## config.mk

```make
export PLATFORM = sky130hd
export DESIGN_NAME = mmsc_ram
export DESIGN_NICKNAME = d
export VERILOG_FILES = /design/src/mmsc_ram.sv
export SDC_FILE = /design/constraint.sdc
export NUM_CORES = 2
export LEC_CHECK = 0
export ABC_AREA = 1
export BUFFER_PORTS_ARGS = -buffer_cell sky130_fd_sc_hd__buf_2
export CAP_MARGIN = 25
export CORE_MARGIN = 2
export CORE_UTILIZATION = 42
export CTS_BUF_LIST = sky130_fd_sc_hd__clkbuf_2
export DETAILED_ROUTE_END_ITERATION = 8
export PLACE_DENSITY = 0.67
export SKIP_LAST_GASP = 1
export SYNTH_ARGS = -nofsm -noshare
export SYNTH_HDL_FRONTEND = slang
export SYNTH_SLANG_ARGS = --single-unit
```

## constraint.sdc

```tcl
create_clock -name clk -period 5.3 [get_ports clk]
set_clock_uncertainty 0.05 [all_clocks]
set_input_delay 0.795 -clock clk [delete_from_list [all_inputs] [get_ports clk]]
set_output_delay 0.795 -clock clk [all_outputs]
set_load 0.02 [all_outputs]
```

## src/mmsc_ram.sv

```systemverilog
`default_nettype none

module mmsc_ram #(
    parameter int WIDTH = 32,
    parameter int DEPTH = 64,
    localparam int AW   = (DEPTH > 1) ? $clog2(DEPTH) : 1
) (
    input  wire logic             clk,
    input  wire logic             we,
    input  wire logic [AW-1:0]    waddr,
    input  wire logic [WIDTH-1:0] wdata,
    input  wire logic             re,
    input  wire logic [AW-1:0]    raddr,
    output logic      [WIDTH-1:0] rdata
);

    logic [WIDTH-1:0] mem [DEPTH];

    // Write port
    always_ff @(posedge clk)
    begin
        if (we)
        begin
            mem[waddr] <= wdata;
        end
    end

    // Registered read port
    always_ff @(posedge clk)
    begin
        if (re)
        begin
            rdata <= mem[raddr];
        end
    end

endmodule

`default_nettype wire

```

### Word level (Yosys, flattened, before mapping)

Memories as Yosys holds them, arrays and structs flattened. A register that Yosys moved wholly into a read port is not among the register bits.
Cells that the tools add are included.

* register bits after elaboration: 0
* input bits: 47
* word-level logic and storage cells: 3
* output and inout port bits: 32
* bits in writable memories: 2048
* memories: 1

Memory list
* mem: words 64, width 32, read ports 1, clocked after Yosys merged registers in 1, write ports 1, line 17 `logic [WIDTH-1:0] mem [DEPTH];`

* muxes and demuxes: 2

Operators with widths (number)
* 1-bit 2-to-1 mux: 2

### Logic depth before layout (Yosys ltp)

* depth in word-level cells: 2
* depth in mapped cells: 13
* mapped depth without buffers: 9

### Least setup slack after synthesis

Ideal clock, no wire load.

* kind: input-to-reg
* start point: input port we
* end point: memory mem[48][0] (enable)
* buffers on the path: 1
* setup time: 0.502 ns
* data required time: 4.748 ns
* arrival time: 4.423 ns
* slack: 0.325 ns
* stages on the path: 3
* cell sequence: clkbuf_1 nand4_1 nor4_1

* word-level cells in the longest chain between the ends: 2

Ends and longest elaborated chain
* start: declaration: line 9 `input wire logic we,`
* 1-bit 2-to-1 mux: line 22 `if (we)`
* 1-bit 2-to-1 mux (implied by the code): line 24 `mem[waddr] <= wdata;`
* end: declaration: line 17

Every way passes these cells.

==> impl_results.html <==
<table>
<tr><th>Metric</th><th>Value</th></tr>
<tr><th colspan="2">Run status</th></tr>
<tr><td>Result of the run</td><td>completed</td></tr>
<tr><th colspan="2">Clock network</th></tr>
<tr><td>Post-cts sizing count</td><td>0</td></tr>
<tr><td>Total of hold buffers inserted after clock tree synthesis</td><td>107</td></tr>
<tr><td>Clock tree from TritonCTS</td><td>yes</td></tr>
<tr><td>Clock Tree Root</td><td>clkbuf_2</td></tr>
<tr><td>TritonCTS Buffers</td><td>about 490</td></tr>
<tr><td>Number of H-tree levels</td><td>5</td></tr>
<tr><td>Number of buffers added for setup after CTS</td><td>0</td></tr>
<tr><td>Clock input transition at the sequential cells of the worst setup and hold paths</td><td>110 ps</td></tr>
<tr><td>Worst-case clock buffer depth</td><td>4</td></tr>
<tr><td>Num Clock Sinks</td><td>2080</td></tr>
<tr><td>Clock Latency Late Sink</td><td>2010 ps</td></tr>
<tr><th colspan="2">Setup path</th></tr>
<tr><td>Crit path launch type</td><td>primary input</td></tr>
<tr><td>R2R Path Start</td><td>mem[5][15]</td></tr>
<tr><td>Number of cells on the critical path</td><td>16</td></tr>
<tr><td>Critical Path Sink Type</td><td>register</td></tr>
<tr><td>Family with the most delay on the worst path</td><td>buffers and inverters</td></tr>
<tr><td>Register-to-register setup slack</td><td>1170 ps</td></tr>
<tr><td>Reg2reg path depth</td><td>13</td></tr>
<tr><td>Maximum net fanout on the critical path</td><td>108</td></tr>
<tr><td>Setup CP Type</td><td>in2reg</td></tr>
<tr><td>Critical-path cell with the highest stage delay</td><td>dlygate4sd3_1</td></tr>
<tr><td>Crit path arrival time</td><td>between 6000 and 7000 ps</td></tr>
<tr><td>Required @ worst endpoint</td><td>7020 ps</td></tr>
<tr><td>CP Cell Sequence</td><td>dlygate4sd3_1 -&gt; buf_8 -&gt; inv_8 -&gt; buf_12 -&gt; nand3_1 -&gt; nand3_1 -&gt; dlygate4sd3_1 -&gt; nand3_1 -&gt; dlygate4sd3_1 -&gt; nand3_1 -&gt; dlygate4sd3_1 -&gt; nand2_1 -&gt; dlygate4sd3_1 -&gt; nand2_1 -&gt; nand2_1 -&gt; dlygate4sd3_1</td></tr>
<tr><td>Worst stage delay on the critical path</td><td>slightly below 600 ps</td></tr>
<tr><td>FF-to-FF End</td><td>rdata[15]</td></tr>
<tr><td>Bufs and invs on worst path</td><td>9</td></tr>
<tr><td>Most common cell type on the critical path</td><td>dlygate4sd3_1</td></tr>
<tr><th colspan="2">Timing</th></tr>
<tr><td>Final worst path period need</td><td>4630 ps</td></tr>
<tr><td>Max-slew headroom</td><td>0.102</td></tr>
<tr><td>Final-report max-slew violation count</td><td>0</td></tr>
<tr><td>TNS Setup</td><td>0 ps</td></tr>
<tr><td>Maximum achievable frequency</td><td>216 MHz</td></tr>
<tr><td>Crit share post-route</td><td>0.874</td></tr>
<tr><td>Least setup slack across all paths after layout</td><td>668 ps</td></tr>
<tr><td>Count of final hold-check violations</td><td>0</td></tr>
<tr><td>Measured slew at the worst slew-check pin</td><td>1350 ps</td></tr>
<tr><td>Setup repair after global routing missed its margin</td><td>no</td></tr>
<tr><td>Final setup violation count</td><td>0</td></tr>
<tr><td>Worst hold margin</td><td>between 200 and 250 ps</td></tr>
<tr><th colspan="2">Placed design</th></tr>
<tr><td>Placer's final routability congestion estimate</td><td>0.865</td></tr>
<tr><td>HPWL after detailed placement</td><td>approximately 130000 um</td></tr>
<tr><td>Number of port buffers</td><td>around 80</td></tr>
<tr><td>Pre-CTS WS</td><td>1480 ps</td></tr>
<tr><th colspan="2">Synth</th></tr>
<tr><td>Post-Syn Area per Cell</td><td>12.3 sq um</td></tr>
<tr><td>Total of flip-flops plus latches after synthesis</td><td>roughly 2100</td></tr>
<tr><td>Post-synthesis instance area</td><td>0.0831 sq mm</td></tr>
<tr><td>Dominant cell type by area after synthesis</td><td>edfxtp_1</td></tr>
<tr><td>Post-Syn Instances</td><td>6769</td></tr>
<tr><td>Count of yosys warnings during synthesis</td><td>0</td></tr>
<tr><td>Number of nets in the synthesized netlist</td><td>~6800</td></tr>
<tr><td>Sequential share of the synthesized area</td><td>0.752</td></tr>
<tr><td>Top-area cell type share of the netlist area</td><td>0.752</td></tr>
<tr><td>Yosys cell types</td><td>15</td></tr>
<tr><td>Ranking of synthesized cells by area</td><td>edfxtp_1 (75%), nand3_1 (11%), nand2_1 (10%)</td></tr>
<tr><th colspan="2">Floorplanning</th></tr>
<tr><td>X dimension of the die</td><td>roughly 450 um</td></tr>
<tr><td>Floorplan die height</td><td>about 450 um</td></tr>
<tr><td>Die footprint</td><td>between 0.2 and 0.25 sq mm</td></tr>
<tr><td>Core area</td><td>0.197 sq mm</td></tr>
<tr><td>I/O pins</td><td>79</td></tr>
<tr><td>Standard-cell row count</td><td>163</td></tr>
<tr><td>Starting utilization of the core area</td><td>0.422</td></tr>
<tr><th colspan="2">Global route</th></tr>
<tr><td>Global routing usage summed across all routing layers</td><td>0.234</td></tr>
<tr><td>Pin count of the biggest net entering global routing</td><td>roughly 160</td></tr>
<tr><td>Met3 Use GR</td><td>0.0455</td></tr>
<tr><td>Met1 Resource Use GR</td><td>0.310</td></tr>
<tr><td>Met2 usage in global routing</td><td>0.363</td></tr>
<tr><td>First-pass GRT wire length</td><td>352000 um</td></tr>
<tr><td>GR Overflow Total</td><td>0</td></tr>
<tr><td>Most used routing layer in global routing</td><td>met2</td></tr>
<tr><td>Number of antenna violations at the first check in global routing</td><td>18</td></tr>
<tr><td>Via count of the first global-routing pass</td><td>54818</td></tr>
<tr><th colspan="2">Detailed routing</th></tr>
<tr><td>Average wire per standard cell</td><td>23.7 um</td></tr>
<tr><td>Number of design rule violations left after detail routing</td><td>0</td></tr>
<tr><td>Initial DRC count</td><td>7688</td></tr>
<tr><td>Remaining number of nets flagged by the antenna check after routing</td><td>0</td></tr>
<tr><td>Via density</td><td>5.60</td></tr>
<tr><td>Final WL</td><td>241000 um</td></tr>
<tr><td>Routed via count</td><td>56992</td></tr>
<tr><td>Detailed Routing Iterations Pass 1</td><td>9</td></tr>
<tr><th colspan="2">Hold path</th></tr>
<tr><td>Launch point of the worst hold path</td><td>waddr[1]</td></tr>
<tr><td>Hold Path Stages</td><td>5</td></tr>
<tr><td>Sink of the worst hold path</td><td>mem[41][22]</td></tr>
<tr><td>Worst min-delay path category</td><td>in2reg</td></tr>
<tr><th colspan="2">Pwr</th></tr>
<tr><td>Peak supply drop</td><td>0.268 mV</td></tr>
<tr><td>Static leakage power</td><td>33.1 nW</td></tr>
<tr><td>Power Density</td><td>329 mW/mm^2</td></tr>
<tr><td>Post-route total power</td><td>0.0303 W</td></tr>
<tr><th colspan="2">Run</th></tr>
<tr><td>Count of maximum capacitance violations</td><td>0</td></tr>
<tr><th colspan="2">Final layout</th></tr>
<tr><td>Share of final-layout standard cells stronger than drive strength 1</td><td>0.144</td></tr>
<tr><td>NumNets Final</td><td>between 7000 and 8000</td></tr>
<tr><td>Layout overhead on the synthesized area</td><td>11.0%</td></tr>
</table>
-- placed cells by master, fill, tap and decap left out, drive strengths merged --
master          n
nand2        2248
clkinv         98
buf           280
edfxtp       2080
clkinvlp        1
nand4           9
inv            16
clkbuf        714
nor4            8
nor2           56
bufinv          3
nand3        1907
dlygate4sd3   106
diode          17
-- cells in the mapped netlist, drive strengths merged --
| cell type | n |
|---|---|
| nor4 | 8 |
| inv | 12 |
| nand3 | 1907 |
| nand4 | 9 |
| nor2 | 56 |
| clkbuf | 77 |
| edfxtp | 2080 |
| buf | 372 |
| nand2 | 2248 |
-- final cells by class --
cell class	count	area (sq um)
Fill cell	17517	105000
Sequential cell	2080	62500
Multi-Input combinational cell	4228	18800
Clock buffer	714	3570
Timing Repair Buffer	386	3480
Tap cell	2640	3300
Clock inverter	106	495
Inverter	12	81.3
Antenna cell	17	42.5
-- how the worst max path moves through the flow --
stage          slack (ps)     start          to
2_1_floorplan         330        we  mem[48][0]
5_1_grt               680  raddr[1]   rdata[15]
3_3_place_gp         1450  raddr[1]   rdata[18]
4_1_cts              1010  raddr[1]   rdata[15]
6_report              670  raddr[1]   rdata[15]
3_5_place_dp         1480  raddr[1]   rdata[18]
-- state kept, by name (all words and copies together), names as in the netlist --
signal and flops:
rdata 32, mem 2048
-- logic make-up after synthesis --
family / synth area share
simple gates: 0.220
flops: 0.752
buf+inv: 0.0277
-- per-layer routing --
layer / vias up / part of all wire
met5: - / 0.00015
met4: 6 / 0.052
met3: 507 / 0.11
met2: 3357 / 0.46
met1: 27798 / 0.38
li1: 25324 / -
-- through the flow --
stage                      util  std cells  instance area (sq um)
after floorplan               -       6769                  83100
after global placement    0.440       9227                  86800
after detailed placement  0.441       9237                  87000
after CTS                 0.468      10164                  92100
after global routing      0.468      10182                  92200
final                     0.468      10183                  92200
-- worst min-delay path: stages --
cell           delay [ps]
dlygate4sd3_1         590
buf_2                 180
inv_1                 160
nand4_1               210
nor2_4                140
-- power by group --
group	total [W]	switching (W)	leakage [nW]	internal, W
clock	0.00982	0.00613	3.21	0.00369
combinational	0.00222	0.00167	11.1	0.000553
sequential	0.0183	0.0000785	18.7	0.0182
(Power assumes the default switching activity.)
