$ cat config.mk
export PLATFORM = sky130hd
export DESIGN_NAME = mmsc_div
export DESIGN_NICKNAME = d
export VERILOG_FILES = /design/src/mmsc_pkg.sv /design/src/mmsc_div.sv
export SDC_FILE = /design/constraint.sdc
export NUM_CORES = 1
export LEC_CHECK = 0
export BUFFER_PORTS_ARGS = -buffer_cell sky130_fd_sc_hd__buf_2
export CAP_MARGIN = 20
export CORE_UTILIZATION = 40
export CTS_BUF_LIST = sky130_fd_sc_hd__clkbuf_4
export DETAILED_ROUTE_END_ITERATION = 6
export HOLD_SLACK_MARGIN = 0.02
export PLACE_DENSITY = 0.59
export SLEW_MARGIN = 20
export SYNTH_ARGS = -nofsm -noshare
export SYNTH_HDL_FRONTEND = slang
export SYNTH_SLANG_ARGS = --single-unit
$ cat constraint.sdc
create_clock -name clk -period 12.5 [get_ports clk]
set_input_delay 1.25 -clock clk [delete_from_list [all_inputs] [get_ports clk]]
set_output_delay 1.25 -clock clk [all_outputs]
set_load 0.03 [all_outputs]
$ cat src/mmsc_pkg.sv
`default_nettype none

package mmsc_pkg;

    // Default configuration of the block
    localparam int DEF_CHANNELS      = 64;
    localparam int DEF_FRACTION_BITS = 16;

    // Field widths
    localparam int DATA_W    = 32;
    localparam int ACTION_W  = 3;
    localparam int CHANNEL_W = 6;
    localparam int STATUS_W  = 2;
    localparam int CFG_IDX_W = 2;

    // Divider widths: magnitude dividend, magnitude divisor, quotient
    localparam int DIVIDEND_W = 64;
    localparam int DIVISOR_W  = DATA_W + 1;
    localparam int QUO_W      = DATA_W;

    // Table reset values
    localparam logic [DATA_W-1:0] MIN_RESET = 32'h7FFF_FFFF;
    localparam logic [DATA_W-1:0] MAX_RESET = 32'h8000_0000;

    // Configuration reset values
    localparam logic [DATA_W-1:0] TARGET_MIN_RESET = 32'h0000_0000;
    localparam logic [DATA_W-1:0] TARGET_MAX_RESET = 32'h0001_0000;

    // Configuration register indexes
    localparam logic [CFG_IDX_W-1:0] REG_TARGET_MIN   = 2'd0;
    localparam logic [CFG_IDX_W-1:0] REG_TARGET_MAX   = 2'd1;
    localparam logic [CFG_IDX_W-1:0] REG_CLAMP_ENABLE = 2'd2;

    // Operation codes
    typedef enum logic [ACTION_W-1:0] {
        ACT_GATHER      = 3'd0,
        ACT_NORMALIZE   = 3'd1,
        ACT_DENORMALIZE = 3'd2,
        ACT_LOAD_MIN    = 3'd3,
        ACT_LOAD_MAX    = 3'd4
    } action_t;

    // Result status codes
    localparam logic [STATUS_W-1:0] ST_OK        = 2'd0;
    localparam logic [STATUS_W-1:0] ST_ZERO_SPAN = 2'd1;
    localparam logic [STATUS_W-1:0] ST_SATURATED = 2'd2;

    // Divider status toward the sequencer
    typedef struct packed {
        logic             done;
        logic             ovf;
        logic [QUO_W-1:0] quo;
    } div_res_t;

endpackage

`default_nettype wire

$ cat src/mmsc_div.sv
`default_nettype none

module mmsc_div (
    input  wire logic                            clk,
    input  wire logic                            rst_n,
    input  wire logic                            start,
    input  wire logic [mmsc_pkg::DIVIDEND_W-1:0] dividend,
    input  wire logic [mmsc_pkg::DIVISOR_W-1:0]  divisor,
    output mmsc_pkg::div_res_t                   res
);

    import mmsc_pkg::*;

    localparam int CNT_W = $clog2(QUO_W);
    localparam logic [CNT_W-1:0] CNT_LAST = CNT_W'(QUO_W - 1);

    typedef enum logic [1:0] {
        D_IDLE,
        D_CHECK,
        D_ITER
    } dstate_t;

    dstate_t              state_reg;
    logic [CNT_W-1:0]     cnt_reg;
    logic [DIVISOR_W-1:0] rem_reg;
    logic [QUO_W-1:0]     low_reg;
    logic [DIVISOR_W-1:0] den_reg;
    logic                 done_reg;
    logic                 ovf_reg;

    logic [DIVISOR_W:0]   trial_a;
    logic [DIVISOR_W+1:0] trial_d;
    logic                 trial_ge;

    // Shared trial subtract: overflow check first, then one quotient bit per cycle
    always_comb
    begin
        if (state_reg == D_CHECK)
        begin
            trial_a = {1'b0, rem_reg};
        end
        else
        begin
            trial_a = {rem_reg, low_reg[QUO_W-1]};
        end
        trial_d  = {1'b0, trial_a} - {2'b00, den_reg};
        trial_ge = !trial_d[DIVISOR_W+1];
    end

    // Sequencer and partial remainder
    always_ff @(posedge clk or negedge rst_n)
    begin
        if (!rst_n)
        begin
            state_reg <= D_IDLE;
            cnt_reg   <= '0;
            rem_reg   <= '0;
            low_reg   <= '0;
            den_reg   <= '0;
            done_reg  <= 1'b0;
            ovf_reg   <= 1'b0;
        end
        else
        begin
            done_reg <= 1'b0;
            case (state_reg)
                D_IDLE:
                begin
                    if (start)
                    begin
                        rem_reg   <= {1'b0, dividend[DIVIDEND_W-1:QUO_W]};
                        low_reg   <= dividend[QUO_W-1:0];
                        den_reg   <= divisor;
                        ovf_reg   <= 1'b0;
                        state_reg <= D_CHECK;
                    end
                end
                D_CHECK:
                begin
                    // high half not below divisor: quotient needs more than QUO_W bits
                    if (trial_ge)
                    begin
                        ovf_reg   <= 1'b1;
                        done_reg  <= 1'b1;
                        state_reg <= D_IDLE;
                    end
                    else
                    begin
                        cnt_reg   <= '0;
                        state_reg <= D_ITER;
                    end
                end
                D_ITER:
                begin
                    low_reg <= {low_reg[QUO_W-2:0], trial_ge};
                    if (trial_ge)
                    begin
                        rem_reg <= trial_d[DIVISOR_W-1:0];
                    end
                    else
                    begin
                        rem_reg <= trial_a[DIVISOR_W-1:0];
                    end
                    cnt_reg <= cnt_reg + 1'b1;
                    if (cnt_reg == CNT_LAST)
                    begin
                        done_reg  <= 1'b1;
                        state_reg <= D_IDLE;
                    end
                end
                default:
                begin
                    state_reg <= D_IDLE;
                end
            endcase
        end
    end

    assign res.done = done_reg;
    assign res.ovf  = ovf_reg;
    assign res.quo  = low_reg;

endmodule

`default_nettype wire

After elaboration in Yosys (flattened, before gate mapping) --
Index checks and enable logic that the tools add are counted.
Word-level totals: memories 0, bits of input ports 100, bits in latches 0, memory bits (writable) 0, logic and storage cells 44, memory bits (read-only) 0, bits in registers 107
Operators by class: add/subtract/negate cells 2, bitwise logic cells 0, div/mod/pow operators 0, multiply operators 0, eq/ne operators 7, reductions and logical operators 10, shifts and indexed selects 0, multiplexer cells 18, $lt $le $gt $ge 0
Operators with widths (count):
- $mux W33 | 2
- $pmux W33 S2 | 1
- $pmux W32 S2 | 1
- $sub A34 B33 Y35 | 1
- $mux W34 | 1
- $mux W32 | 1
- $pmux W5 S2 | 1
- $ne A2 B2 Y1 const B | 4
- $reduce_and A2 Y1 | 4
- $mux W2 | 3
- $pmux W2 S3 | 1
- $reduce_bool A2 Y1 | 3
- $add A5 B1 Y5 const B | 1
- $eq A5 B5 Y1 const B | 1
- $mux W5 | 1
- $mux W1 | 4
- $pmux W1 S2 | 2
- $reduce_and A3 Y1 | 1
- $eq A2 B1 Y1 const B | 1
- $eq A2 B2 Y1 const B | 1
- $logic_not A2 Y1 | 1
- $logic_not A1 Y1 | 1

Longest topological paths before layout --
Gate-level depths: netlist (run 1).
depth in word-level cells 5, depth in mapped cells 18, depth with buffers taken out 14

Worst setup path after synthesis (run 1) --
Ideal clock, no wire load.
kind reg2reg, start point reg state_reg[1], end point reg rem_reg[13], slack 8.547 ns, arrival time 3.831 ns, cell stages (with the launch flop) 17, clock period less this slack 3.953 ns, data required time 12.378 ns, cell sequence dfrtp_1 inv_1 ha_1 buf_1 clkbuf_1 mux2_2 ha_1 and2b_1 o2111ai_2 a21oi_2 nor3b_2 o21ai_2 a21oi_4 a21oi_4 buf_6 or3_1 a32o_1
Between the ends: cells in the longest elaborated chain, start to end 5, elaborated cells on any way between the ends 10
Ends and longest elaborated chain:
- start: declaration | line mmsc_div.sv:23 | dstate_t state_reg;
- start signal: assignment | line mmsc_div.sv:55 | state_reg <= D_IDLE;
- start signal: assignment | line mmsc_div.sv:75 | state_reg <= D_CHECK;
- start signal: assignment | line mmsc_div.sv:85 | state_reg <= D_IDLE;
- $eq A2 B1 Y1 | line mmsc_div.sv:38 | if (state_reg == D_CHECK)
- $mux W34 | line mmsc_div.sv:38
- $sub A34 B33 Y35 | line mmsc_div.sv:46 | trial_d = {1'b0, trial_a} - {2'b00, den_reg};
- $mux W33 | line mmsc_div.sv:96 | if (trial_ge)
- $pmux W33 S2 | line mmsc_div.sv:66 | case (state_reg)
- end signal: assignment | line mmsc_div.sv:71 | rem_reg <= {1'b0, dividend[DIVIDEND_W-1:QUO_W]};
- end signal: assignment | line mmsc_div.sv:98 | rem_reg <= trial_d[DIVISOR_W-1:0];
- end signal: assignment | line mmsc_div.sv:102 | rem_reg <= trial_a[DIVISOR_W-1:0];
- end: declaration | line mmsc_div.sv:25 | logic [DIVISOR_W-1:0] rem_reg;
Several ways; a longest one is shown, not always the timed one. A chain may end at the register's enable or synchronous reset.

Worst setup path in the final report (run 1) --
start point reg state_reg[1], end point reg cnt_reg[0]
Between the ends: cells in the longest elaborated chain, start to end 5, elaborated cells on any way between the ends 8
Ends and longest elaborated chain:
- $eq A2 B1 Y1 | line mmsc_div.sv:38, mmsc_div.sv:66
- $mux W34 | line mmsc_div.sv:38
- $sub A34 B33 Y35 | line mmsc_div.sv:46
- $ne A2 B2 Y1 (no source line)
- $reduce_and A2 Y1 (no source line)
- end signal: assignment | line mmsc_div.sv:104 | cnt_reg <= cnt_reg + 1'b1;
- end: declaration | line mmsc_div.sv:24 | logic [CNT_W-1:0] cnt_reg;
Several ways; a longest one is shown, not always the timed one.

==> impl_metrics.prom, run 1 <==
# TYPE chip_impl_metric gauge
chip_impl_metric{name="grt_max_degree",unit=""} 111
chip_impl_metric{name="syn_nets",unit=""} 928
chip_impl_metric{name="worstHoldPathCells",unit=""} 1
chip_impl_metric{name="post_cts.repair.setup_buffers",unit=""} 0
chip_impl_metric{name="coreArea",unit="mm^2"} 0.01754
chip_impl_info{name="worst_path_dominant_cell_family",value="compound AO/OA/AOI/OAI gates"} 1
chip_impl_info{name="yosys_most_used_dff",value="sky130_fd_sc_hd__dfrtp_1"} 1
chip_impl_metric{name="timing.final.setup_violations",unit=""} 0
chip_impl_metric{name="globalRoute.totalOverflow",unit=""} 0
chip_impl_metric{name="max_slew.worst_pin.slew",unit="ns"} 1.034
chip_impl_metric{name="dp_cells",unit=""} 1109
chip_impl_info{name="clockRootBuffer",value="sky130_fd_sc_hd__clkbuf_4"} 1
chip_impl_metric{name="chipWidth",unit="um"} 136.9
chip_impl_metric{name="period_needed",unit="ns"} 4.353
chip_impl_info{name="grt_setup_unrepaired",value="no"} 1
chip_impl_metric{name="syn-mean-instance-area",unit="um^2"} 9.226
chip_impl_metric{name="cp.required",unit="ns"} 12.91
chip_impl_metric{name="drt_pass1_iterations",unit=""} 4
chip_impl_metric{name="antenna_found_initial",unit=""} 1
chip_impl_metric{name="synth_seq_area_share",unit="%"} 36.78
chip_impl_info{name="crit_slowest_cell",value="sky130_fd_sc_hd__dfrtp_1"} 1
chip_impl_metric{name="clk_path_buf_depth",unit=""} 2
chip_impl_metric{name="post_route_cells_drive_above_1_share",unit="%"} 26.44
chip_impl_info{name="critical_path.reg2reg.startpoint",value="state_reg[1]$_DFFE_PN0P_"} 1
chip_impl_metric{name="maxCapViolCount",unit=""} 0
chip_impl_metric{name="final_antenna_net_count",unit=""} 0
chip_impl_info{name="crit_path_cell_trace",value="inv_1 -> ha_2 -> buf_4 -> mux2i_1 -> ha_1 -> fa_1 -> and2b_1 -> o2111ai_2 -> a21oi_2 -> nor3b_2 -> o21ai_2 -> a21oi_4 -> a21oi_4 -> buf_4 -> a21oi_1 -> mux2_2"} 1
chip_impl_metric{name="post_synth_instance_area",unit="mm^2"} 0.007279
chip_impl_metric{name="finalCoreUtilization",unit="%"} 46.97
chip_impl_metric{name="timing.reg2reg.setup_slack",unit="ns"} 8.15
chip_impl_info{name="min_path_type",value="register to register"} 1
chip_impl_metric{name="synth-seq-cells",unit=""} 107
chip_impl_metric{name="cts_hold_repair.buffers",unit=""} 0
chip_impl_info{name="setup.worst_path.start_class",value="register"} 1
chip_impl_metric{name="critPathBufInv",unit=""} 3
chip_impl_info{name="holdCritStartpoint",value="den_reg[15]$_DFFE_PN0P_"} 1
chip_impl_metric{name="track_usage",unit="%"} 19.29
chip_impl_metric{name="dr_total_vias",unit=""} 5951
chip_impl_metric{name="drv_slew",unit=""} 0
chip_impl_info{name="outcome",value="finished, final reports clean"} 1
chip_impl_metric{name="ys_types",unit=""} 59
chip_impl_info{name="synth.area.top_cells",value="sky130_fd_sc_hd__dfrtp_1 (37%), sky130_fd_sc_hd__mux2_2 (11%), sky130_fd_sc_hd__mux2i_1 (6.7%), sky130_fd_sc_hd__ha_1 (6.5%), sky130_fd_sc_hd__o21ai_0 (4.7%)"} 1
chip_impl_metric{name="first_global_vias",unit=""} 5794
chip_impl_info{name="worstReg2RegEnd",value="cnt_reg[0]$_DFFE_PN0P_"} 1
chip_impl_metric{name="synth.yosys.warnings",unit=""} 0
chip_impl_metric{name="fp.dieArea",unit="mm^2"} 0.01874
chip_impl_metric{name="number_of_flops_mapped_to_enable_cells_by_yosys",unit=""} 0
chip_impl_metric{name="detailed_route_drc_error_count",unit=""} 0
chip_impl_metric{name="finish.cell_count_without_fillers",unit=""} 1126
chip_impl_info{name="netlist.top_cell.by_area",value="sky130_fd_sc_hd__dfrtp_1"} 1
chip_impl_metric{name="cpPeakStageDelay",unit="ns"} 0.44
chip_impl_metric{name="timing.reg2reg.worst_path_depth",unit=""} 16
chip_impl_metric{name="routed_wl",unit="mm"} 17.66
chip_impl_metric{name="total_of_buffers_placed_on_input_and_output_ports",unit=""} 133
chip_impl_info{name="holdPathEnd",value="den_reg[15]$_DFFE_PN0P_"} 1
chip_impl_metric{name="worst_ep_arrival_time",unit="ns"} 4.76
chip_impl_metric{name="synthesis.instances",unit=""} 789
chip_impl_metric{name="cts_sinks",unit=""} 107
chip_impl_metric{name="clkSlewWorstSetupHoldPaths",unit="ns"} 0.17
chip_impl_metric{name="dp_hpwl",unit="mm"} 12.33
chip_impl_metric{name="grt_pass1_wl",unit="mm"} 28.45
chip_impl_metric{name="gp_routability_congestion",unit=""} 0.8279
chip_impl_metric{name="worst-path-max-fanout",unit=""} 41
chip_impl_metric{name="wire_per_inst",unit="um"} 15.68
chip_impl_metric{name="die-height",unit="um"} 136.9
chip_impl_info{name="critical_path_class",value="register to register"} 1
chip_impl_info{name="cts_tree",value="yes"} 1
chip_impl_metric{name="start_util",unit="%"} 41.51
chip_impl_metric{name="clock-skew-final",unit="ns"} 0.02663
chip_impl_info{name="end_kind",value="register"} 1
chip_impl_metric{name="async_reset_ff_share",unit="%"} 100.0
chip_impl_metric{name="htree_num_levels",unit=""} 3
chip_impl_metric{name="inserted_clock_buffers",unit=""} 9
chip_impl_metric{name="nets",unit=""} 1034
chip_impl_metric{name="finalSetupTns",unit="ns"} 0
chip_impl_metric{name="final_critical_path_setup_slack",unit="ns"} 8.147
chip_impl_metric{name="min_period_over_period",unit="%"} 34.82
chip_impl_metric{name="max_freq",unit="MHz"} 229.8
chip_impl_metric{name="post_cts.resized_instances",unit=""} 0
chip_impl_metric{name="std_cell_rows",unit=""} 48
chip_impl_metric{name="clock_latency",unit="ns"} 0.51
chip_impl_metric{name="place_worst_setup_slack",unit="ns"} 8.178
chip_impl_metric{name="hold_viol_final",unit=""} 0
chip_impl_metric{name="slew_hr",unit="%"} 31.04
chip_impl_metric{name="vias_per_inst",unit=""} 5.285
chip_impl_metric{name="floorplan.io_pins",unit=""} 134
chip_impl_metric{name="synth_top_area_share",unit="%"} 36.78
chip_impl_metric{name="drtIter0Drc",unit=""} 206
chip_impl_metric{name="syn_to_final_growth",unit="%"} 13.17
## layer usage
metal / GRT usage [%] / wire, um
met1: 24.42 / 8344
met2: 33.76 / 8326
met5: 0 / 0
met4: 4.701 / 186
met3: 3.556 / 798
## synthesized netlist by cell type, drive strengths merged, types with 3 or more instances
library cell	n
a211oi	5
nand2b	6
o21bai	3
xnor2	12
nand2	70
mux2	68
ha	38
xor2	15
clkbuf	29
a31oi	7
a21boi	3
nand3	20
or3	14
and3	19
dfrtp	107
a21oi	61
nor2b	6
buf	16
nor3	5
o211ai	6
o21ai	72
a22o	5
a32o	10
o21a	3
nor2	58
a21o	7
nand4	6
mux2i	49
inv	44
## worst register-to-register path, stage by stage (launching register included)
cell                        delay [ns]
sky130_fd_sc_hd__dfrtp_1          0.44
sky130_fd_sc_hd__inv_1            0.10
sky130_fd_sc_hd__ha_2             0.16
sky130_fd_sc_hd__buf_4            0.44
sky130_fd_sc_hd__mux2i_1          0.21
sky130_fd_sc_hd__ha_1             0.23
sky130_fd_sc_hd__fa_1             0.40
sky130_fd_sc_hd__and2b_1          0.24
sky130_fd_sc_hd__o2111ai_2        0.14
sky130_fd_sc_hd__a21oi_2          0.25
sky130_fd_sc_hd__nor3b_2          0.10
sky130_fd_sc_hd__o21ai_2          0.20
sky130_fd_sc_hd__a21oi_4          0.10
sky130_fd_sc_hd__a21oi_4          0.37
sky130_fd_sc_hd__buf_4            0.40
sky130_fd_sc_hd__a21oi_1          0.19
sky130_fd_sc_hd__mux2_2           0.29
## how the worst max path moves through the flow
stage | start | end | slack, ns | depth (start not counted)
final | state_reg[1]$_DFFE_PN0P_ | cnt_reg[0]$_DFFE_PN0P_ | 8.15 | 16
after global routing | state_reg[1]$_DFFE_PN0P_ | cnt_reg[0]$_DFFE_PN0P_ | 7.85 | 16
after CTS | state_reg[1]$_DFFE_PN0P_ | cnt_reg[0]$_DFFE_PN0P_ | 8.15 | 16
after detailed placement | state_reg[1]$_DFFE_PN0P_ | cnt_reg[2]$_DFFE_PN0P_ | 8.18 | 16
after global placement | state_reg[1]$_DFFE_PN0P_ | cnt_reg[0]$_DFFE_PN0P_ | 8.25 | 16
after floorplan | state_reg[1]$_DFFE_PN0P_ | rem_reg[13]$_DFFE_PN0P_ | 8.55 | 16
## final cells by class
cell class	count	area, um^2
Tap cell	225	281.5
Clock inverter	6	57.56
Timing Repair Buffer	140	724.4
Antenna cell	1	2.502
Multi-Input combinational cell	593	4254
Sequential cell	107	2678
Inverter	44	165.2
Fill cell	1737	9299
Clock buffer	10	75.07
## logic make-up (layout without fill, tap and decap cells)
family | count (synthesis) | in the layout | share of synthesized area (%)
compound gates | 198 | 198 | 17.12
xor+xnor | 27 | 27 | 3.249
fa+ha+maj | 39 | 39 | 6.807
buf+inv | 89 | 200 | 5.122
flops | 107 | 107 | 36.78
mux | 117 | 117 | 17.26
other cells | 0 | 1 | 0
simple gates | 212 | 212 | 13.66
## per-stage QoR
step,area [um^2],hold WS [ns]
after floorplan,7279,0.4663
after global placement,8099,0.4877
after detailed placement,8099,0.4939
after CTS,8232,0.5302
after global routing,8238,0.5362
final,8238,0.5257
## layout by cell type (no fill, tap or decap), drive strengths merged, types with 2 or more instances in the layout
cell / instances
a21boi: 3
xor2: 15
nor3b: 2
o21ai: 72
buf: 140
nand2b: 6
clkbuf: 10
xnor2: 12
nor2: 58
or2: 2
mux2i: 49
or3: 14
nand3: 20
a31oi: 7
nor3: 5
dfrtp: 107
o21bai: 3
ha: 38
inv: 47
a211oi: 5
nand2: 70
o21a: 3
a21oi: 61
o31a: 2
and3: 19
a211o: 2
nand4: 6
mux2: 68
a21o: 7
a2111o: 2
clkinv: 3
a2bb2oi: 2
a32o: 10
nor2b: 6
o211ai: 6
a22o: 5
Power of run 1 is left out: the tool's default activity adds up to more than one toggle a clock period on the data nets, which glitch-free logic cannot reach.
==> inputs of run 2 (changes only) <==
Clock period 12.5 ns to 4.45 ns, I/O delays scaled along.
==> run 2 against run 1 <==
Against the previous run:
- design area grew 0.59%
- first-iteration DRC count grew 21%
- hold slack lost 0.37 ns
- register-to-register slack lost 7.6 ns
- final cell count grew 0.53%
- worst setup slack lost 7.6 ns
- count of clock-buffer cells in the layout shrank 1
- utilization grew 0.28 points
- critical path type unchanged
- largest cell class unchanged
==> impl_metrics.prom, run 2 (same netlist as run 1, synthesis figures left out) <==
# TYPE chip_impl_metric gauge
chip_impl_metric{name="maxCapViolCount",unit=""} 0
chip_impl_info{name="grt_setup_unrepaired",value="no"} 1
chip_impl_info{name="most-common-layout-cells",value="sky130_fd_sc_hd__buf_2 (132), sky130_fd_sc_hd__dfrtp_1 (107), sky130_fd_sc_hd__nand2_1 (69)"} 1
chip_impl_info{name="critical_path_class",value="register to register"} 1
chip_impl_metric{name="start_util",unit="%"} 41.51
chip_impl_metric{name="hold_viol_final",unit=""} 0
chip_impl_metric{name="antenna_found_initial",unit=""} 1
chip_impl_metric{name="min_period_over_period",unit="%"} 87.09
chip_impl_metric{name="slew_hr",unit="%"} 37.18
chip_impl_metric{name="drt_pass1_iterations",unit=""} 4
chip_impl_metric{name="dp_hpwl",unit="mm"} 13.13
chip_impl_metric{name="drv_slew",unit=""} 0
chip_impl_metric{name="inserted_clock_buffers",unit=""} 9
chip_impl_metric{name="gp_routability_congestion",unit=""} 0.8595
chip_impl_info{name="cts_tree",value="yes"} 1
chip_impl_metric{name="fp.dieArea",unit="mm^2"} 0.01874
chip_impl_metric{name="std_cell_rows",unit=""} 48
chip_impl_metric{name="htree_num_levels",unit=""} 3
chip_impl_metric{name="cts_sinks",unit=""} 107
chip_impl_metric{name="layout.filler_cells",unit=""} 1751
chip_impl_metric{name="routed_wl",unit="mm"} 18.13
chip_impl_metric{name="clkSlewWorstSetupHoldPaths",unit="ns"} 0.17
chip_impl_metric{name="post_route_cells_drive_above_1_share",unit="%"} 26.82
chip_impl_metric{name="detailed_route_drc_error_count",unit=""} 0
chip_impl_metric{name="cts_hold_repair.buffers",unit=""} 1
chip_impl_metric{name="worst_ep_arrival_time",unit="ns"} 4.29
chip_impl_info{name="end_kind",value="register"} 1
chip_impl_metric{name="post_cts.repair.setup_buffers",unit=""} 0
chip_impl_metric{name="first_global_vias",unit=""} 5886
chip_impl_info{name="setup.worst_path.start_class",value="register"} 1
chip_impl_metric{name="drtIter0Drc",unit=""} 250
chip_impl_metric{name="wire_per_inst",unit="um"} 16.01
chip_impl_metric{name="register_area",unit="mm^2"} 0.002678
chip_impl_metric{name="nets",unit=""} 1041
chip_impl_metric{name="clk_path_buf_depth",unit=""} 2
chip_impl_metric{name="final_antenna_net_count",unit=""} 0
chip_impl_metric{name="post_cts.resized_instances",unit=""} 0
chip_impl_metric{name="period_needed",unit="ns"} 3.876
chip_impl_metric{name="track_usage",unit="%"} 20.25
chip_impl_metric{name="multiInputGateArea",unit="mm^2"} 0.004254
chip_impl_info{name="holdCritStartpoint",value="divisor[4]"} 1
chip_impl_metric{name="chipWidth",unit="um"} 136.9
chip_impl_metric{name="vias_per_inst",unit=""} 5.293
chip_impl_metric{name="floorplan.io_pins",unit=""} 134
chip_impl_metric{name="timing.final.setup_violations",unit=""} 0
chip_impl_metric{name="grt_max_degree",unit=""} 67
chip_impl_metric{name="worst-path-max-fanout",unit=""} 41
chip_impl_info{name="outcome",value="finished, final reports clean"} 1
chip_impl_metric{name="clock-skew-final",unit="ns"} 0.01921
chip_impl_metric{name="finalSetupTns",unit="ns"} 0
chip_impl_metric{name="total_of_buffers_placed_on_input_and_output_ports",unit=""} 133
chip_impl_metric{name="cp.required",unit="ns"} 4.87
chip_impl_info{name="critical_path.reg2reg.startpoint",value="state_reg[1]$_DFFE_PN0P_"} 1
chip_impl_metric{name="grt_pass1_wl",unit="mm"} 29.43
chip_impl_info{name="crit_start",value="state_reg[1]$_DFFE_PN0P_"} 1
chip_impl_metric{name="globalRoute.totalOverflow",unit=""} 0
chip_impl_metric{name="syn_to_final_growth",unit="%"} 13.84
chip_impl_metric{name="final_critical_path_setup_slack",unit="ns"} 0.5745
chip_impl_metric{name="coreArea",unit="mm^2"} 0.01754
chip_impl_info{name="min_path_type",value="primary input to register"} 1
chip_impl_metric{name="max_freq",unit="MHz"} 258.0
chip_impl_metric{name="max_slew.worst_pin.slew",unit="ns"} 0.9422
chip_impl_info{name="clockRootBuffer",value="sky130_fd_sc_hd__clkbuf_4"} 1
chip_impl_metric{name="clock_latency",unit="ns"} 0.50
chip_impl_metric{name="dr_total_vias",unit=""} 5992
chip_impl_metric{name="place_worst_setup_slack",unit="ns"} 0.5825
chip_impl_metric{name="die-height",unit="um"} 136.9
chip_impl_info{name="layout.cells.most_common",value="sky130_fd_sc_hd__buf_2"} 1
run 2: cell count changes in the layout (fill, tap and decap cells not counted), moves of 2 or more:
| cell | change |
|---|---|
| sky130_fd_sc_hd__clkinvlp_4 | +2 |
| sky130_fd_sc_hd__clkinv_4 | -2 |
| sky130_fd_sc_hd__inv_8 | -2 |
| sky130_fd_sc_hd__inv_6 | +2 |
| sky130_fd_sc_hd__buf_4 | +6 |
run 2: stage by stage:
| step | instances | cell area [um^2] | util (%) | hold slack [ns] |
|---|---|---|---|---|
| 2_1_floorplan | 789 | 7279 | - | 0.1494 |
| 6_report | 1132 | 8287 | 47.25 | 0.1518 |
| 3_5_place_dp | 1115 | 8157 | 46.51 | 0.4120 |
| 4_1_cts | 1131 | 8284 | 47.24 | 0.1118 |
| 3_3_place_gp | 1115 | 8157 | 46.51 | 0.4148 |
| 5_1_grt | 1132 | 8287 | 47.25 | 0.1131 |
run 2: critical path: stages (launching register included):
cell and delay, ns:
sky130_fd_sc_hd__dfrtp_1 0.44, sky130_fd_sc_hd__inv_1 0.10, sky130_fd_sc_hd__ha_2 0.20, sky130_fd_sc_hd__buf_12 0.24
sky130_fd_sc_hd__mux2i_1 0.27, sky130_fd_sc_hd__ha_1 0.22, sky130_fd_sc_hd__fa_1 0.21, sky130_fd_sc_hd__and2b_1 0.21
sky130_fd_sc_hd__o2111ai_2 0.21, sky130_fd_sc_hd__a21oi_2 0.12, sky130_fd_sc_hd__nor3b_2 0.28, sky130_fd_sc_hd__o21ai_2 0.12
sky130_fd_sc_hd__a21oi_4 0.20, sky130_fd_sc_hd__a21oi_4 0.14, sky130_fd_sc_hd__buf_4 0.25, sky130_fd_sc_hd__or3_1 0.32
sky130_fd_sc_hd__a32o_1 0.25
run 2: final cells by class:
class / instances / area share, %
antenna: 1 / 0.03020
clock buffer: 9 / 0.8153
clock inverter: 6 / 0.6040
inverter: 44 / 1.993
multi-input combinational: 593 / 51.34
sequential: 107 / 32.31
tap: 225 / 3.397
timing repair buffer: 147 / 9.512
run 2: final timing paths:
path | endpoint | slack [ns] | cells after the start
max reg2reg | rem_reg[9]$_DFFE_PN0P_ | 0.57 | 16
min | den_reg[4]$_DFFE_PN0P_ | 0.15 | 2
min reg2reg | low_reg[10]$_DFFE_PN0P_ | 0.52 | 2
min in group asynchronous | low_reg[11]$_DFFE_PN0P_ | 0.38 | 2
max | rem_reg[9]$_DFFE_PN0P_ | 0.57 | 16
max in group asynchronous | den_reg[20]$_DFFE_PN0P_ | 3.16 | 3
run 2: layer usage:
layer / GRT usage [%] / share of wire [%] / wire length (um)
met1: 26.38 / 47 / 8491
met2: 33.98 / 47 / 8530
met3: 4.148 / 5.0 / 913
met4: 5.433 / 1.0 / 190
met5: 0 / 0 / 0
Power of run 2 is left out for the same reason.
==> inputs of run 3 (changes only) <==
Settings changed: BUFFER_PORTS_ARGS -buffer_cell sky130_fd_sc_hd__buf_2 to -buffer_cell sky130_fd_sc_hd__clkbuf_2, CAP_MARGIN 20 to not set, CORE_UTILIZATION 40 to 35, PLACE_DENSITY 0.59 to 0.52.
==> run 3 against run 2 <==
Against the previous run:
- non-clock buffer count shrank 1
- wire length grew 3.0%
- final cell count grew 4.0%
- first-iteration DRC count grew 11%
- sequential share of layout area shrank 0.34 points
- highest routed layer unchanged
- clock skew grew 0.0021 ns
- register-to-register slack lost 0.08 ns
- critical path depth shrank 1
- largest cell class unchanged
- utilization shrank 6.0 points
- count of clock-buffer cells in the layout grew 1
- via count grew 0.95%
- hold slack lost 0.0066 ns
==> impl_metrics.prom, run 3 (same netlist as run 1, synthesis figures left out) <==
# TYPE chip_impl_metric gauge
chip_impl_metric{name="maxCapViolCount",unit=""} 0
chip_impl_metric{name="coreArea",unit="mm^2"} 0.02030
chip_impl_metric{name="first_global_vias",unit=""} 6164
chip_impl_info{name="layout.cells.most_common",value="sky130_fd_sc_hd__clkbuf_2"} 1
chip_impl_metric{name="finalSetupTns",unit="ns"} 0
chip_impl_metric{name="track_usage",unit="%"} 18.06
chip_impl_metric{name="gp_routability_congestion",unit=""} 0.8003
chip_impl_metric{name="critPathBufInv",unit=""} 3
chip_impl_metric{name="finalCoreUtilization",unit="%"} 41.25
chip_impl_metric{name="min_period_over_period",unit="%"} 88.95
chip_impl_metric{name="final_antenna_net_count",unit=""} 0
chip_impl_info{name="worst_path_dominant_cell_family",value="compound AO/OA/AOI/OAI gates"} 1
chip_impl_metric{name="globalRoute.totalOverflow",unit=""} 0
chip_impl_metric{name="routed_wl",unit="mm"} 18.67
chip_impl_metric{name="std_cell_rows",unit=""} 52
chip_impl_info{name="critical_path_class",value="register to register"} 1
chip_impl_info{name="end_kind",value="register"} 1
chip_impl_metric{name="htree_num_levels",unit=""} 3
chip_impl_metric{name="cpPeakStageDelay",unit="ns"} 0.45
chip_impl_info{name="crit_path_cell_trace",value="inv_1 -> ha_2 -> buf_12 -> mux2_2 -> ha_1 -> and2b_1 -> o2111ai_2 -> a21oi_2 -> nor3b_2 -> o21ai_2 -> a21oi_4 -> a21oi_4 -> buf_4 -> or3_1 -> a32o_1"} 1
chip_impl_metric{name="inserted_clock_buffers",unit=""} 9
chip_impl_metric{name="wire_per_inst",unit="um"} 15.86
chip_impl_metric{name="dp_hpwl",unit="mm"} 13.41
chip_impl_metric{name="worst-path-max-fanout",unit=""} 41
chip_impl_info{name="cts_tree",value="yes"} 1
chip_impl_metric{name="grt_pass1_wl",unit="mm"} 31.11
chip_impl_metric{name="fp.dieArea",unit="mm^2"} 0.02138
chip_impl_metric{name="hold_viol_final",unit=""} 0
chip_impl_info{name="clockRootBuffer",value="sky130_fd_sc_hd__clkbuf_4"} 1
chip_impl_info{name="crit_slowest_cell",value="sky130_fd_sc_hd__dfrtp_1"} 1
chip_impl_metric{name="floorplan.io_pins",unit=""} 134
chip_impl_metric{name="slew_hr",unit="%"} 35.16
chip_impl_metric{name="clock-skew-final",unit="ns"} 0.02133
chip_impl_info{name="most-common-layout-cells",value="sky130_fd_sc_hd__clkbuf_2 (132), sky130_fd_sc_hd__dfrtp_1 (107), sky130_fd_sc_hd__nand2_1 (69)"} 1
chip_impl_metric{name="cts_hold_repair.buffers",unit=""} 1
chip_impl_metric{name="post_cts.repair.setup_buffers",unit=""} 0
chip_impl_metric{name="max_slew.worst_pin.slew",unit="ns"} 0.9726
chip_impl_metric{name="drt_pass1_iterations",unit=""} 5
chip_impl_metric{name="start_util",unit="%"} 35.86
chip_impl_metric{name="syn_to_final_growth",unit="%"} 15.04
chip_impl_metric{name="timing.final.setup_violations",unit=""} 0
chip_impl_metric{name="chipWidth",unit="um"} 146.2
chip_impl_metric{name="max_freq",unit="MHz"} 252.6
chip_impl_info{name="grt_setup_unrepaired",value="no"} 1
chip_impl_metric{name="worst_ep_arrival_time",unit="ns"} 4.36
chip_impl_info{name="min_path_type",value="primary input to register"} 1
chip_impl_info{name="outcome",value="finished, final reports clean"} 1
chip_impl_metric{name="nets",unit=""} 1040
chip_impl_metric{name="post_cts.resized_instances",unit=""} 0
chip_impl_metric{name="post_dp_cell_area",unit="mm^2"} 0.008230
chip_impl_metric{name="drv_slew",unit=""} 0
chip_impl_info{name="setup.worst_path.start_class",value="register"} 1
chip_impl_metric{name="clkSlewWorstSetupHoldPaths",unit="ns"} 0.18
chip_impl_metric{name="period_needed",unit="ns"} 3.958
chip_impl_metric{name="grt_max_degree",unit=""} 68
chip_impl_metric{name="cp.required",unit="ns"} 4.85
chip_impl_metric{name="drtIter0Drc",unit=""} 277
chip_impl_metric{name="detailed_route_drc_error_count",unit=""} 0
chip_impl_metric{name="antenna_found_initial",unit=""} 1
chip_impl_metric{name="cts_sinks",unit=""} 107
chip_impl_metric{name="total_of_buffers_placed_on_input_and_output_ports",unit=""} 133
chip_impl_metric{name="clock_latency",unit="ns"} 0.51
chip_impl_info{name="cpMostUsedCell",value="sky130_fd_sc_hd__a21oi_4"} 1
chip_impl_metric{name="clk_path_buf_depth",unit=""} 2
chip_impl_metric{name="dr_total_vias",unit=""} 6049
chip_impl_metric{name="die-height",unit="um"} 146.2
chip_impl_metric{name="final_area",unit="mm^2"} 0.008374
chip_impl_metric{name="hold_slack",unit="ns"} 0.1451
chip_impl_metric{name="post_route_cells_drive_above_1_share",unit="%"} 26.82
chip_impl_metric{name="vias_per_inst",unit=""} 5.139
[run 3: worst paths after layout]
kind	from	end	slack, ns	depth (start not counted)
worst max-delay path	state_reg[1]$_DFFE_PN0P_	rem_reg[20]$_DFFE_PN0P_	0.49	15
worst min-delay path	divisor[30]	den_reg[30]$_DFFE_PN0P_	0.15	2
worst max register to register	state_reg[1]$_DFFE_PN0P_	rem_reg[20]$_DFFE_PN0P_	0.49	15
worst min register to register	den_reg[27]$_DFFE_PN0P_	den_reg[27]$_DFFE_PN0P_	0.53	1
max in group asynchronous	rst_n	rem_reg[19]$_DFFE_PN0P_	3.12	3
min in group asynchronous	rst_n	low_reg[11]$_DFFE_PN0P_	0.42	2
[run 3: metal layers]
layer | share of wire [%] | vias up | track usage [%]
li1 | - | 3032 | -
met1 | 48 | 2869 | 24.15
met2 | 47 | 130 | 30.14
met3 | 3.3 | 18 | 2.969
met4 | 1.3 | 0 | 4.896
met5 | 0 | - | 0
[run 3: cell type report]
cell class              instances  area (um^2)
fillers                      2082        11930
well taps                     270        337.8
repair buffers                146        805.8
diodes                          1        2.502
flip-flops and latches        107         2678
clock buffers                  10        75.07
multi-input cells             593         4254
inverters                      44        165.2
clock inverters                 6        56.30
[run 3: worst register-to-register path, cell delays in order, from the launching register on]
cell,delay (ns)
sky130_fd_sc_hd__dfrtp_1,0.45
sky130_fd_sc_hd__inv_1,0.11
sky130_fd_sc_hd__ha_2,0.21
sky130_fd_sc_hd__buf_12,0.24
sky130_fd_sc_hd__mux2_2,0.39
sky130_fd_sc_hd__ha_1,0.32
sky130_fd_sc_hd__and2b_1,0.20
sky130_fd_sc_hd__o2111ai_2,0.22
sky130_fd_sc_hd__a21oi_2,0.13
sky130_fd_sc_hd__nor3b_2,0.30
sky130_fd_sc_hd__o21ai_2,0.12
sky130_fd_sc_hd__a21oi_4,0.20
sky130_fd_sc_hd__a21oi_4,0.13
sky130_fd_sc_hd__buf_4,0.24
sky130_fd_sc_hd__or3_1,0.34
sky130_fd_sc_hd__a32o_1,0.25
[run 3: stage by stage]
stage                     instances  setup WS (ns)
after floorplan                 789         0.4972
after global placement         1159         0.6766
after detailed placement       1159         0.5585
after CTS                      1176         0.5015
after global routing           1177         0.2010
final                          1177         0.4916
Power of run 3 is left out for the same reason.
